## src/rtl/cst_pkg.sv

```systemverilog
// Package for the context slot table: table geometry, payload structs,
// command codes and register indexes.
// Depends on nothing.
package cst_pkg;

  localparam int TABLE_BITS = 12;
  localparam int WAYS = 4;

  localparam int CmdW = 3;
  localparam int BucketW = 10;
  localparam int TagW = 16;
  localparam int SlotW = 12;
  localparam int ProbW = 16;
  localparam int CountW = 16;
  localparam int CfgIdxW = 1;

  localparam logic [CmdW-1:0] CMD_LOOKUP = 3'd0;
  localparam logic [CmdW-1:0] CMD_CLAIM = 3'd1;
  localparam logic [CmdW-1:0] CMD_UPDATE = 3'd2;
  localparam logic [CmdW-1:0] CMD_PROMOTE = 3'd3;
  localparam logic [CmdW-1:0] CMD_HALVE = 3'd4;

  localparam logic [CfgIdxW-1:0] REG_COUNT_LIMIT = 1'd0;
  localparam logic [CfgIdxW-1:0] REG_INIT_PROB = 1'd1;

  typedef struct packed {
    logic [CmdW-1:0] cmd;
    logic [BucketW-1:0] bucket;
    logic [TagW-1:0] tag;
    logic [SlotW-1:0] slot_index;
    logic bit_req;
  } cst_in_t;

  typedef struct packed {
    logic found;
    logic [SlotW-1:0] slot_out;
    logic [ProbW-1:0] probability;
  } cst_out_t;

endpackage

```

## src/rtl/cst_front.sv

```systemverilog
// Front end of the context slot table: accepts command beats, folds the
// bucket and masks the slot index, and pushes them into a small queue.
// Depends on cst_pkg.
module cst_front import cst_pkg::*; (
  input  logic    clk,
  input  logic    rst,
  input  logic    push,
  input  cst_in_t push_data,
  output logic    full,
  input  logic    pop,
  output logic    avail,
  output cst_in_t head
);

  localparam int NBuckets = (1 << TABLE_BITS) / WAYS;
  localparam int Depth = 2;

  cst_in_t q [Depth];
  logic [1:0] cnt;
  logic rd_ptr, wr_ptr;
  cst_in_t norm;

  always_comb begin
    norm = push_data;
    // Bucket count is a power of two, so modulo is a mask.
    norm.bucket = push_data.bucket & BucketW'(NBuckets - 1);
    norm.slot_index = push_data.slot_index & SlotW'((1 << TABLE_BITS) - 1);
  end

  assign full = (cnt == 2'(Depth));
  assign avail = (cnt != 2'd0);
  assign head = q[rd_ptr];

  always_ff @(posedge clk) begin
    if (rst) begin
      cnt <= '0;
      rd_ptr <= 1'b0;
      wr_ptr <= 1'b0;
    end else begin
      if (push) begin
        q[wr_ptr] <= norm;
        wr_ptr <= ~wr_ptr;
      end
      if (pop) rd_ptr <= ~rd_ptr;
      cnt <= cnt + 2'(push) - 2'(pop);
    end
  end

endmodule

```

## config.mk

```make
export PLATFORM = sky130hd
export DESIGN_NAME = cst_front
export DESIGN_NICKNAME = d
export VERILOG_FILES = /design/src/rtl/cst_pkg.sv /design/src/rtl/cst_front.sv
export SDC_FILE = /design/constraint.sdc
export NUM_CORES = 1
export LEC_CHECK = 0
export ABC_AREA = 1
export BUFFER_PORTS_ARGS = -buffer_cell sky130_fd_sc_hd__buf_2
export CAP_MARGIN = 20
export CORE_ASPECT_RATIO = 2
export CORE_MARGIN = 3
export CORE_UTILIZATION = 30
export CTS_BUF_LIST = sky130_fd_sc_hd__clkbuf_16
export DETAILED_ROUTE_END_ITERATION = 7
export PLACE_DENSITY_LB_ADDON = 0.3
export REMOVE_ABC_BUFFERS = 1
export SLEW_MARGIN = 0
export SYNTH_ARGS = -nofsm -noshare
export SYNTH_HDL_FRONTEND = slang
export SYNTH_SLANG_ARGS = --single-unit
```

## constraint.sdc

```tcl
create_clock -name clk -period 11.82 [get_ports clk]
set_input_delay 2.364 -clock clk [delete_from_list [all_inputs] [get_ports clk]]
set_output_delay 2.364 -clock clk [all_outputs]
set_load 0.01 [all_outputs]
```

# [Yosys cells after proc, flatten, opt, wreduce, memory -nomap -nowiden]
# Memory sizes are Yosys's and may differ from the RTL's. A register that Yosys moved wholly into a read port is not among the register bits.
# Index checks and enable logic that the tools add are counted.
[classes] reduce_logical=1 bitwise_logic=2 n_eq_ne=1 n_addsub=2 muxes=5
[op_table] op="$mux 1" count=5
[op_table] op="$add 2x1->2" count=1
[op_table] op="$eq 2x2->1 const B" count=1
[op_table] op="$not 1->1" count=2
[op_table] op="$reduce_bool 2->1" count=1
[op_table] op="$sub 2x1->2" count=1
[totals] output_inout_bits=44 wordCells=15 mem_bits_rw=84 memories=1 input_bits=46 regBits=4
[memory_table] name="q" depth=2 width=42 read_ports=1 rd_ports_with_merged_regs=1 wr=1 line_no="cst_front.sv:18" text="cst_in_t q [Depth];"

# [Depth between registers and ports, before layout]
[logic_depth] ltp_word=3 depth_mapped=9 mapped_depth_nobuf=9

# [Least setup slack after synthesis]
# OpenSTA, ideal clock, no wires.
[synth_timing] path_type="input to register" startpoint="in rst" endpoint="mem q[1][0] (netlist bit) (enable)" arrival_ps=5326 required_time_ps=11326 path_buffers=0 setup_ps=494 slack_ps=6000 cell_stages=1 cell_sequence="nor3_1"
[synth_between] elab_chain_cells=2
[synth_lines] item="from (decl)" line_no="cst_front.sv:6" text="input logic rst,"
[synth_lines] item="$mux 1" line_no="cst_front.sv:35" text="if (rst) begin"
[synth_lines] item="$mux 1 (implied by the code)" line_no="cst_front.sv:41" text="q[wr_ptr] <= norm;"
[synth_lines] item="to (decl)" line_no="cst_front.sv:18"
# No other way between the ends.

==> reports/summary.json <==
{
  "outcome": "finished, final reports clean",
  "maxClockFrequency_ghz": 0.2244,
  "cts-root-to-sink-buffers": 2,
  "worst_path_largest_cell_delay_ns": 0.69,
  "syn-cell-area_um2": 3466,
  "p_leak_nw": 1.707,
  "ys_types": 14,
  "totalWireLength_mm": 6.102,
  "h_tree_depth": 3,
  "ys_seq_area_share_pct": 75.67,
  "rsz0062_at_grt": "false",
  "cts.root.buffer_cell": "sky130_fd_sc_hd__clkbuf_16",
  "cts_resized": 0,
  "die_width_um": 82,
  "pre_cts_slack_ns": 7.650,
  "layout-drive-gt1-share_pct": 56.39,
  "grt_start_max_net_pins": 43,
  "vias_per_cell": 4.202,
  "final-max-slew-violation-count": 0,
  "dr.first_iter.drc_count": 104,
  "syn-mean-instance-area_um2": 21.26,
  "worst_hold_path_type": "reg2reg",
  "postSynthCellCount": 163,
  "rows": 54,
  "timing.clock.skew_ns": 0.003378,
  "via_count_of_the_first_global_routing_pass": 1857,
  "dp.final_hpwl_mm": 4.127,
  "detailroute.via_count": 1706,
  "timing.max_slew.rel_slack_pct": 60.87,
  "cp_top_family": "flip-flops",
  "coreArea_um2": 11080,
  "global_route.usage.total_pct": 9.831,
  "numClockSinks": 89,
  "min_period_over_period_pct": 37.70,
  "path_cells": "buf_4 -> mux2_2 -> buf_2",
  "critical_path.max_fanout": 26,
  "synth_seq_cells": 89,
  "timing.critical_path.to_type": "primary output",
  "tritoncts": "yes",
  "hold_buffers": 0,
  "drcViolationCount": 0,
  "io_buffer_count": 89,
  "cts_bufs_inserted": 9,
  "cts_post_setup_buffers_inserted": 0,
  "finalCriticalPeriod_ns": 4.456,
  "yosys_warnings": 0,
  "area_growth_from_synthesis_to_layout_pct": 24.58,
  "wire_per_inst_um": 15.03,
  "number_of_antenna_violations_at_the_first_check_in_global_routing": 0,
  "worstPathRequired_ns": 9.46,
  "final.setup.worst_slack_ns": 7.364,
  "placed_area_um2": 4031,
  "cts.clk_slew.worst_paths_ns": 0.06,
  "drv_cap": 0,
  "critical_path.startpoint_type": "register",
  "totalNegativeSetupSlack_ns": 0,
  "final_antenna_net_count": 0,
  "fp.dieArea_um2": 12960,
  "drt-pass1-iter-count": 4,
  "pwr_density_cell_nw_per_um2": 162.9,
  "timing.setup.critical_path_class": "reg2out",
  "final-hold-violation-count": 0,
  "gp_congestion": 0.6278,
  "setup-violations-final": 0,
  "critPathArrivalTime_ns": 2.09,
  "cp_num_buf_inv": 2,
  "clock_latency_reported_for_the_late_side_of_the_worst_skew_pair_ns": 0.32,
  "grt_overflow_total": 0,
  "fp.dieH_um": 158.0,
  "initial_core_utilization_pct": 31.28,
  "tightestPinTransition_ns": 0.5870,
  "slowest_stage": "sky130_fd_sc_hd__dfxtp_2",
  "finish.net_count": 309,
  "vdd_drop_max_v": 0.0001035,
  "timing.hold.ws_ns": 0.4775,
  "diodes": 0,
  "design_area_um2": 4318,
  "grt_first_pass_wirelength_mm": 9.025,
  "boundaryPins": 90
}
-- layout make-up --
| type | instances | area [um^2] |
|---|---|---|
| tap | 140 | 175.2 |
| timing repair buffer | 92 | 467.9 |
| clock buffer | 9 | 225.2 |
| inverter | 8 | 30.03 |
| multi-input combinational | 61 | 734.5 |
| fill | 1061 | 6763 |
| sequential | 89 | 2624 |
| clock inverter | 7 | 61.31 |
-- registers in the layout (all words and copies together) (netlist names), named ones only --
name / count
cnt: 2
q: 84
rd_ptr: 1
wr_ptr: 1
-- path summary, 6_finish.rpt --
kind         cells past startpoint  startpoint  slack [ns]  endpoint
max reg2reg                      4      wr_ptr       10.37  q[0][10]
min                              2      wr_ptr        0.48    wr_ptr
min reg2reg                      2      wr_ptr        0.48    wr_ptr
max                              3    register        7.36   head[0]
-- per-layer routing --
| layer | wire (um) | vias to the layer above | GRT usage [%] |
|---|---|---|---|
| met5 | 0 | - | 0 |
| met2 | 3568 | 50 | 18.80 |
| met4 | 142 | 0 | 5.468 |
| li1 | - | 814 | - |
| met3 | 393 | 8 | 3.360 |
| met1 | 1997 | 834 | 8.349 |
-- cells by family (layout without fill, tap and decap cells) --
kind of cell / after synthesis / after routing / share of synthesized area [%]
compound gates: 2 / 2 / 0.2888
xor+xnor: 1 / 1 / 0.2528
fa+ha+maj: 2 / 2 / 0.7219
buf+inv: 13 / 116 / 3.502
flops: 89 / 89 / 75.67
mux: 42 / 42 / 17.98
simple gates: 14 / 14 / 1.588
-- stage by stage --
step	util, %	power, mW	instances
2_1_floorplan	-	0.4159	158
3_3_place_gp	36.38	0.4436	390
3_5_place_dp	36.38	0.4455	390
4_1_cts	38.97	0.7159	406
5_1_grt	38.97	0.7347	406
6_report	38.97	0.7036	406
-- synth_stat cells --
cell type,n,area share (%)
sky130_fd_sc_hd__dfxtp_1,5,2.9
sky130_fd_sc_hd__inv_1,8,0.87
sky130_fd_sc_hd__mux2_2,2,0.65
sky130_fd_sc_hd__xnor2_1,1,0.25
sky130_fd_sc_hd__buf_6,1,0.32
sky130_fd_sc_hd__a21oi_1,2,0.29
sky130_fd_sc_hd__edfxtp_1,84,73
sky130_fd_sc_hd__nor2_1,6,0.65
sky130_fd_sc_hd__buf_12,4,2.3
sky130_fd_sc_hd__nor3_1,1,0.14
sky130_fd_sc_hd__mux2_4,40,17
sky130_fd_sc_hd__ha_1,2,0.72
sky130_fd_sc_hd__nand2_1,6,0.65
sky130_fd_sc_hd__nand3_1,1,0.14
-- placed cells by master (no fill, tap or decap), drive strengths merged, types with 4 or more instances in the layout --
master	Yosys	layout
buf	5	92
nor2	6	6
dfxtp	5	5
edfxtp	84	84
mux2	42	42
clkinv	0	4
inv	8	8
clkbuf	0	9
nand2	6	6
-- worst min-delay path, cell delays in order, from the launching register on --
cell and delay [ns]:
sky130_fd_sc_hd__dfxtp_1 0.31, sky130_fd_sc_hd__nand2_1 0.07, sky130_fd_sc_hd__a21oi_1 0.06
-- where the power goes --
part	internal [mW]	total, mW	switching, mW
Clock	0.161	0.267	0.106
Combinational	0.0382	0.0724	0.0343
Sequential	0.358	0.364	0.00589
Total	0.557	0.704	0.146
Note: power is estimated with default switching activity, not from simulation.
